[config.mk]
export PLATFORM = sky130hd
export DESIGN_NAME = aar_prep
export DESIGN_NICKNAME = d
export VERILOG_FILES = /design/src/rtl/core/aar_pkg.sv /design/src/rtl/core/aar_prep.sv
export SDC_FILE = /design/constraint.sdc
export NUM_CORES = 1
export LEC_CHECK = 0
export ABC_CLOCK_PERIOD_IN_PS = 6900
export BUFFER_PORTS_ARGS = -buffer_cell sky130_fd_sc_hd__buf_2
export CORE_MARGIN = 2
export CORE_UTILIZATION = 49
export DETAILED_ROUTE_END_ITERATION = 7
export PLACE_DENSITY = 0.69
export SLEW_MARGIN = 40
export SYNTH_ARGS = -nofsm -noshare
export SYNTH_HDL_FRONTEND = slang
export SYNTH_SLANG_ARGS = --single-unit
[constraint.sdc]
create_clock -name clk -period 6.9 [get_ports clk]
set_clock_uncertainty 0.05 [all_clocks]
set_input_delay 0.69 -clock clk [delete_from_list [all_inputs] [get_ports clk]]
set_output_delay 0.69 -clock clk [all_outputs]
set_load 0.05 [all_outputs]
[src/rtl/core/aar_pkg.sv]
package aar_pkg;

    localparam int CORDIC_STEPS = 24;
    localparam int SQRT_STEPS   = 32;
    localparam int DIV_STEPS    = 31;
    localparam int NORM_STAGES  = 2 + SQRT_STEPS + DIV_STEPS;

    localparam logic signed [34:0] PI_Q30      = 35'sd3373259426;
    localparam logic signed [34:0] HALF_PI_Q30 = 35'sd1686629713;
    localparam logic signed [34:0] TWO_PI_Q30  = 35'sd6746518852;
    localparam logic signed [33:0] GAIN_Q30    = 34'sd652032874;
    localparam logic signed [33:0] ONE_Q30     = 34'sd1073741824;

    typedef struct packed {
        logic             zero;
        logic [2:0]       neg;
        logic [2:0][31:0] mag;
        logic [31:0]      ang;
        logic             flip;
    } prep_t;

    typedef struct packed {
        logic             zero;
        logic [2:0][31:0] n;
        logic [31:0]      ang;
        logic             flip;
    } norm_t;

    typedef struct packed {
        logic             zero;
        logic [2:0][31:0] n;
        logic [31:0]      c;
        logic [31:0]      s;
    } trig_t;

    function automatic logic signed [33:0] atan_q30(input int i);
        logic signed [33:0] r;
        case (i)
            0:  r = 34'sd843314857;
            1:  r = 34'sd497837829;
            2:  r = 34'sd263043837;
            3:  r = 34'sd133525159;
            4:  r = 34'sd67021687;
            5:  r = 34'sd33543516;
            6:  r = 34'sd16775851;
            7:  r = 34'sd8388437;
            8:  r = 34'sd4194283;
            9:  r = 34'sd2097149;
            10: r = 34'sd1048576;
            11: r = 34'sd524288;
            12: r = 34'sd262144;
            13: r = 34'sd131072;
            14: r = 34'sd65536;
            15: r = 34'sd32768;
            16: r = 34'sd16384;
            17: r = 34'sd8192;
            18: r = 34'sd4096;
            19: r = 34'sd2048;
            20: r = 34'sd1024;
            21: r = 34'sd512;
            22: r = 34'sd256;
            23: r = 34'sd128;
            24: r = 34'sd64;
            25: r = 34'sd32;
            26: r = 34'sd16;
            27: r = 34'sd8;
            28: r = 34'sd4;
            29: r = 34'sd2;
            default: r = 34'sd0;
        endcase
        return r;
    endfunction

    // Q30 by Q30 product, rounded half up.
    function automatic logic signed [33:0] mul_q30(input logic signed [31:0] a,
                                                   input logic signed [32:0] b);
        logic signed [64:0] p;
        p = a * b;
        p = p + 65'sd536870912;
        return 34'(p >>> 30);
    endfunction

    function automatic logic [31:0] sat32(input logic signed [35:0] v);
        logic [31:0] r;
        if (v > 36'sd2147483647)
            r = 32'h7fff_ffff;
        else if (v < -36'sd2147483648)
            r = 32'h8000_0000;
        else
            r = v[31:0];
        return r;
    endfunction

endpackage

[src/rtl/core/aar_prep.sv]
module aar_prep (
    input  logic                clk,
    input  logic                rst_n,
    input  logic                in_valid,
    output logic                in_ready,
    input  logic signed [31:0]  angle_rad,
    input  logic signed [31:0]  axis_x,
    input  logic signed [31:0]  axis_y,
    input  logic signed [31:0]  axis_z,
    output logic                out_valid,
    input  logic                out_ready,
    output aar_pkg::prep_t      out_data
);
    import aar_pkg::*;

    logic [1:0]        v_reg;
    logic [1:0]        v_next;
    logic [2:0]        rdy;

    logic [2:0][31:0]  mag_next;
    logic [2:0][31:0]  mag_reg;
    logic [2:0]        neg_next;
    logic [2:0]        neg_reg;
    logic [31:0]       mx_next;
    logic [31:0]       mx_reg;
    logic signed [34:0] a0;
    logic signed [34:0] a1_next;
    logic signed [34:0] a1_reg;
    logic [31:0]       ax [3];

    logic [5:0]        lz;
    logic [4:0]        k;
    prep_t             p_next;
    prep_t             p_reg;

    always_comb
    begin
        rdy[2] = out_ready;
        rdy[1] = !v_reg[1] || rdy[2];
        rdy[0] = !v_reg[0] || rdy[1];
        v_next[0] = rdy[0] ? in_valid : v_reg[0];
        v_next[1] = rdy[1] ? v_reg[0] : v_reg[1];
    end

    assign in_ready  = rdy[0];
    assign out_valid = v_reg[1];
    assign out_data  = p_reg;

    always_ff @(posedge clk or negedge rst_n)
    begin
        if (!rst_n)
            v_reg <= '0;
        else
            v_reg <= v_next;
    end

    // First stage: magnitudes, largest magnitude, full-turn fold of the angle.
    always_comb
    begin
        ax[0] = axis_x;
        ax[1] = axis_y;
        ax[2] = axis_z;
        for (int j = 0; j < 3; j++)
        begin
            neg_next[j] = ax[j][31];
            mag_next[j] = ax[j][31] ? (~ax[j] + 32'd1) : ax[j];
        end
        mx_next = mag_next[0];
        if (mag_next[1] > mx_next)
            mx_next = mag_next[1];
        if (mag_next[2] > mx_next)
            mx_next = mag_next[2];
        a0 = {angle_rad[31], angle_rad, 2'b00};
        if (a0 > PI_Q30)
            a1_next = a0 - TWO_PI_Q30;
        else if (a0 < -PI_Q30)
            a1_next = a0 + TWO_PI_Q30;
        else
            a1_next = a0;
    end

    always_ff @(posedge clk)
    begin
        if (rdy[0])
        begin
            mag_reg <= mag_next;
            neg_reg <= neg_next;
            mx_reg  <= mx_next;
            a1_reg  <= a1_next;
        end
    end

    // Second stage: common left shift of the axis and half-turn fold.
    always_comb
    begin
        lz = 6'd32;
        for (int b = 0; b < 32; b++)
        begin
            if (mx_reg[b])
                lz = 6'(31 - b);
        end
        k = (lz == 6'd0) ? 5'd0 : 5'(lz - 6'd1);
        p_next.zero = (mx_reg == 32'd0);
        p_next.neg  = neg_reg;
        for (int j = 0; j < 3; j++)
            p_next.mag[j] = mag_reg[j] << k;
        if (a1_reg > HALF_PI_Q30)
        begin
            p_next.ang  = 32'(a1_reg - PI_Q30);
            p_next.flip = 1'b1;
        end
        else if (a1_reg < -HALF_PI_Q30)
        begin
            p_next.ang  = 32'(a1_reg + PI_Q30);
            p_next.flip = 1'b1;
        end
        else
        begin
            p_next.ang  = a1_reg[31:0];
            p_next.flip = 1'b0;
        end
    end

    always_ff @(posedge clk)
    begin
        if (rdy[1])
            p_reg <= p_next;
    end

endmodule

=== Word level (Yosys, flattened, before mapping) ===
Cells that the tools add are included.

* Add/sub/neg operators: 8
* Magnitude comparators: 6
* Shifts and indexed selects: 3
* Multiplexer cells: 42
* Bitwise logic cells: 3
* Reductions and logical operators: 6

{| class="wikitable"
|+ Operators by type and width
! cell !! count
|-
| 6-bit 2-to-1 mux || 32
|-
| 32-bit 2-to-1 mux || 5
|-
| 32-bit by 1-bit adder with 32-bit output, second input constant || 3
|-
| 32-bit inverter || 3
|-
| 32-bit by 5-bit << shifter with 32-bit output || 3
|-
| 35-bit 2-to-1 mux || 2
|-
| 33-bit 2-to-1 mux || 2
|-
| 32-bit > comparator || 2
|-
| 34-bit by 34-bit adder with 35-bit output, second input constant || 1
|-
| 35-bit by 32-bit > comparator with 1-bit output, second input constant || 1
|-
| 35-bit by 32-bit < comparator with 1-bit output, second input constant || 1
|-
| 34-bit by 34-bit subtractor with 35-bit output, second input constant || 1
|-
| 34-bit by 33-bit > comparator with 1-bit output, second input constant || 1
|-
| 34-bit by 33-bit < comparator with 1-bit output, second input constant || 1
|-
| 32-bit by 31-bit adder with 32-bit output, second input constant || 1
|-
| 32-bit zero test || 1
|-
| 32-bit by 31-bit subtractor with 32-bit output, second input constant || 1
|-
| 6-bit zero test || 1
|-
| 5-bit 2-to-1 mux || 1
|-
| 5-bit by 1-bit subtractor with 5-bit output, second input constant || 1
|-
| 1-bit zero test || 2
|-
| 1-bit logical OR || 2
|}

* Flip-flop bits (word level): 301
* Bits of input ports: 132
* Output and inout bits: 135
* Word-level logic and storage cells: 83

=== Logic depth before layout (Yosys ltp) ===
* Word-level depth: 35
* Depth in mapped cells: 31
* Mapped depth without buffers: 28

=== Worst setup path before layout ===
Ideal clock, no wire load.

* Path type: in2reg
* Start point: in axis_y[5]
* End point: reg mx_reg[10], data pin
* Setup time: 279 ps
* Data arrival time: 7,521 ps
* Data required time: 6,571 ps
* Path slack: -950 ps
* Stages: 29
* Path buffers: 3
* Path through: or4_4 or3_4 or4_4 or3_4 or4_4 o41ai_4 xnor2_1 ha_1 a21o_1 a21o_1 a21oi_1 o21ai_0 or3_1 nor3_1 or2_2 clkbuf_1 clkbuf_1 mux2i_1 ha_1 a21oi_1 nor2b_1 o21ai_0 nand2b_1 a211oi_1 o21ai_0 a221oi_1 a31oi_1 clkbuf_1 mux2i_1

{| class="wikitable"
|+ RTL lines
! element !! RTL line !! text
|-
| start: declaration || aar_prep.sv:8 || <nowiki>input logic signed [31:0] axis_y,</nowiki>
|-
| end signal: assignment || aar_prep.sv:88 || <nowiki>mx_reg <= mx_next;</nowiki>
|-
| end: declaration || aar_prep.sv:25 || <nowiki>logic [31:0] mx_reg;</nowiki>
|}

==> out/summary.json <==
{
  "critPathLaunchType": {"value": "input pin"},
  "worst-setup-path-type": {"value": "in2reg"},
  "powerDensity": {"value": 490.8, "unit": "nW/um^2"},
  "synth_area_leaders": {"value": "sky130_fd_sc_hd__edfxtp_1 41%, sky130_fd_sc_hd__mux2i_1 8.5%, sky130_fd_sc_hd__ha_1 4.3%, sky130_fd_sc_hd__xnor2_1 4.1%, sky130_fd_sc_hd__nand2_1 3.4%"},
  "min_path_cells": {"value": 2},
  "syn_to_final_growth": {"value": 20.95, "unit": "%"},
  "postSynthNetCount": {"value": 2381},
  "post_synth_instance_area": {"value": 21580, "unit": "sq um"},
  "final_wirelength": {"value": 72040, "unit": "um"},
  "path_max_fanout": {"value": 7},
  "grt_setup_unrepaired": {"value": "true"},
  "switching_part_of_the_total": {"value": 47.58, "unit": "%"},
  "setup.worst_path.end_class": {"value": "flop"},
  "total_overflow_reported_by_the_global_router": {"value": 0},
  "number_of_placement_rows": {"value": 76},
  "netlist_top_cells_count": {"value": "295 x sky130_fd_sc_hd__edfxtp_1, 194 x sky130_fd_sc_hd__nand2_1, 184 x sky130_fd_sc_hd__mux2i_1"},
  "detail_route_antenna_nets": {"value": 0},
  "grt_max_degree": {"value": 138},
  "timing.hold.worst_endpoint": {"value": "v_reg[0]$_DFFE_PN0P_"},
  "cts_tree": {"value": "built"},
  "wire_length_of_the_first_global_routing_pass": {"value": 108000, "unit": "um"},
  "p_clk_share": {"value": 13.7, "unit": "%"},
  "vias_per_cell": {"value": 6.286},
  "path_clk_slew": {"value": 0.06, "unit": "ns"},
  "fin_setup_tns": {"value": -0.5225, "unit": "ns"},
  "grt_pass1_vias": {"value": 17970},
  "top_flip_flop_cell_by_instance_count_after_synthesis": {"value": "sky130_fd_sc_hd__edfxtp_1"},
  "synthesis.yosys.warnings": {"value": 0},
  "number_of_antenna_violations_at_the_first_check_in_global_routing": {"value": 1},
  "report.power.total": {"value": 12.81, "unit": "mW"},
  "ir_worst_vdd": {"value": 0.3511, "unit": "mV"},
  "clock_latency": {"value": 0.58, "unit": "ns"},
  "crit_path_max_incr_delay": {"value": 0.52, "unit": "ns"},
  "final_period_utilization": {"value": 100.6, "unit": "%"},
  "critPathSlowestCell": {"value": "sky130_fd_sc_hd__or4_4"},
  "slew_headroom": {"value": 43.47, "unit": "%"},
  "finish.net_count": {"value": 2727},
  "numCtsBuffers": {"value": 31},
  "synthesis.instances": {"value": 2175},
  "power.combinational.fraction": {"value": 61.6, "unit": "%"},
  "synth.most_common_cell": {"value": "sky130_fd_sc_hd__edfxtp_1"},
  "count_of_state_elements_after_synthesis": {"value": 297},
  "min-delay-path-class": {"value": "in2reg"},
  "crit_startpoint": {"value": "axis_y[4]"},
  "power.static_leakage": {"value": 10.65, "unit": "nW"},
  "slew_viol_final": {"value": 0},
  "die_height": {"value": 213.8, "unit": "um"},
  "critPathRequiredTime": {"value": 7.17, "unit": "ns"},
  "hp-start": {"value": "in_valid"},
  "synthArstFlopShare": {"value": 0.6734, "unit": "%"},
  "yosysTopAreaCellShare": {"value": 41.06, "unit": "%"},
  "cts_max_path_buffers": {"value": 3},
  "crit-reg2reg-capture": {"value": "out_data[90]$_DFFE_PP_"},
  "drv_cap": {"value": 0},
  "min_cycle_time_layout": {"value": 6.940, "unit": "ns"},
  "route.detailed.wl_per_inst": {"value": 23.01, "unit": "um"},
  "timing.final.ws_setup": {"value": -0.03990, "unit": "ns"},
  "p_seq_share": {"value": 24.7, "unit": "%"},
  "fin_util": {"value": 60.32, "unit": "%"},
  "timing_hold_violations_final": {"value": 0},
  "internal_power": {"value": 6.714, "unit": "mW"},
  "max_freq": {"value": 144.1, "unit": "MHz"},
  "cts_sinks": {"value": 297},
  "synthesis.area_per_instance": {"value": 9.920, "unit": "sq um"},
  "regToRegStartpoint": {"value": "mx_reg[27]$_DFFE_PP_"},
  "drtIter0Drc": {"value": 2367},
  "worstPathArrival": {"value": 7.21, "unit": "ns"},
  "floorplan.initialDensity": {"value": 49.87, "unit": "%"},
  "failed_checks": {"value": "negative setup slack"},
  "run_status": {"value": "finished with violations"},
  "num_io_pins": {"value": 267},
  "cts_root_buffer": {"value": "sky130_fd_sc_hd__clkbuf_16"},
  "core_area": {"value": 43270, "unit": "sq um"},
  "distinct_cell_type_count_of_the_synthesized_netlist": {"value": 81},
  "vias": {"value": 19680},
  "cts-htree-levels": {"value": 1},
  "synth_edf_count": {"value": 295},
  "ff_to_ff_setup_slack": {"value": 2.06, "unit": "ns"},
  "number_of_flip_flops_in_the_largest_register": {"value": 131},
  "synth_area_leader_cell": {"value": "sky130_fd_sc_hd__edfxtp_1"},
  "dp_hpwl": {"value": 56060, "unit": "um"},
  "power_switching": {"value": 6.095, "unit": "mW"},
  "gp_congestion": {"value": 1.004},
  "die_x": {"value": 213.8, "unit": "um"},
  "setup-violations-final": {"value": 32},
  "detail_route.drc_violations": {"value": 0},
  "die-area": {"value": 45730, "unit": "sq um"},
  "numPortBuffers": {"value": 265},
  "grt_usage": {"value": 30.95, "unit": "%"},
  "part_of_the_yosys_area_used_for_sequential_elements": {"value": 41.29, "unit": "%"},
  "layout-drive-gt1-share": {"value": 24.68, "unit": "%"},
  "worstMarginPinSlew": {"value": 0.8448, "unit": "ns"},
  "cell_depth_of_the_worst_flop_to_flop_path": {"value": 14},
  "detail_route.first_pass.iterations": {"value": 6}
}
layer usage:
| layer | vias up | GRT usage [%] | share of wire (%) |
|---|---|---|---|
| met3 | 151 | 4.848 | 9.4 |
| met5 | - | 0 | 0 |
| met4 | 0 | 10.58 | 3.5 |
| met1 | 9376 | 46.32 | 44 |
| li1 | 9014 | - | - |
| met2 | 1139 | 45.44 | 43 |
what timing repair did:
action | in CTS | in global routing
resized for setup | 6 | 33
buffers inserted | 3 | 6
pin swaps | 1 | 3
setup endpoints to repair | 32 | 32
endpoints found under the hold margin | 2 | 0
cloned | 1 | 2
hold buffers | 1 | 0
per-stage QoR:
step	hold WS, ns	cell area (sq um)	setup WS (ns)	std cells
6_report	0.2489	26100	-0.03990	3131
5_1_grt	0.2465	26100	-0.2135	3131
4_1_cts	0.2209	25820	0.0004210	3123
3_5_place_dp	0.3563	24680	-0.5949	3061
3_3_place_gp	0.3567	24670	-0.4912	3061
2_1_floorplan	0.3444	21690	-0.2424	2175
cells by family after synthesis:
family,share of synthesized area [%]
AOI/OAI and AO/OA,18.55
xor gates and xnor gates,5.967
adders and majority gates,4.291
buffers and inverters,4.216
DFF,41.29
muxes,12.14
other,0.01738
and+or+nand+nor,13.53
critical path, delay by kind of cell:
family	cells	cell delay, ns
mux	2	0.38
xor+xnor	1	0.16
fa+ha+maj	2	0.55
simple gates	10	3.24
buf+inv	3	0.41
compound gates	11	1.75
power groups by stage:
| stage | sequential, mW | clock, mW | combinational (mW) |
|---|---|---|---|
| 2_1_floorplan | 4.33 | 0 | 4.15 |
| 6_report | 3.16 | 1.76 | 7.89 |
| 5_1_grt | 3.22 | 1.85 | 8.38 |
| 3_3_place_gp | 3.17 | 0 | 7.52 |
| 3_5_place_dp | 3.19 | 0 | 7.59 |
| 4_1_cts | 3.16 | 1.79 | 7.64 |
worst max-delay path by stage:
stage / cells after the start / end / slack [ns]
5_1_grt: 31 / mx_reg[1]$_DFFE_PP_ / -0.21
6_report: 29 / mx_reg[9]$_DFFE_PP_ / -0.04
2_1_floorplan: 29 / mx_reg[25]$_DFFE_PP_ / -0.24
3_5_place_dp: 26 / mx_reg[31]$_DFFE_PP_ / -0.59
3_3_place_gp: 26 / mx_reg[31]$_DFFE_PP_ / -0.49
4_1_cts: 29 / mx_reg[22]$_DFFE_PP_ / 0.0004
cells in the final DEF (no fill, tap or decap), types with 9 or more instances in the layout:
master,instances
sky130_fd_sc_hd__a211oi_1,36
sky130_fd_sc_hd__a21o_1,27
sky130_fd_sc_hd__a21oi_1,98
sky130_fd_sc_hd__a22o_1,9
sky130_fd_sc_hd__a22oi_1,21
sky130_fd_sc_hd__a311oi_1,9
sky130_fd_sc_hd__a31oi_1,20
sky130_fd_sc_hd__and2_1,17
sky130_fd_sc_hd__and3_1,27
sky130_fd_sc_hd__buf_12,11
sky130_fd_sc_hd__buf_2,264
sky130_fd_sc_hd__buf_4,173
sky130_fd_sc_hd__clkbuf_16,33
sky130_fd_sc_hd__edfxtp_1,295
sky130_fd_sc_hd__ha_1,73
sky130_fd_sc_hd__inv_1,91
sky130_fd_sc_hd__mux2_2,36
sky130_fd_sc_hd__mux2i_1,170
sky130_fd_sc_hd__mux2i_4,9
sky130_fd_sc_hd__mux4_2,16
sky130_fd_sc_hd__nand2_1,193
sky130_fd_sc_hd__nand2b_1,20
sky130_fd_sc_hd__nand3_1,61
sky130_fd_sc_hd__nand4_1,18
sky130_fd_sc_hd__nor2_1,105
sky130_fd_sc_hd__nor2b_1,13
sky130_fd_sc_hd__nor3_1,42
sky130_fd_sc_hd__nor4_1,17
sky130_fd_sc_hd__o211ai_1,15
sky130_fd_sc_hd__o21a_1,22
sky130_fd_sc_hd__o21ai_0,120
sky130_fd_sc_hd__o22ai_1,36
sky130_fd_sc_hd__o31ai_1,33
sky130_fd_sc_hd__o41ai_1,16
sky130_fd_sc_hd__or3_1,14
sky130_fd_sc_hd__or4_1,29
sky130_fd_sc_hd__xnor2_1,101
sky130_fd_sc_hd__xor2_1,45
final cells by class:
class                           instances  area, sq um
Clock buffer                           35        790.8
Fill cell                            3627        17170
Tap cell                              585        732.0
Timing Repair Buffer                  457         2968
Multi-Input combinational cell       1643        12070
Sequential cell                       297         8909
Clock inverter                         22        284.0
Inverter                               91        341.6
Antenna cell                            1        2.502
Note: power is estimated with default switching activity, not from simulation.
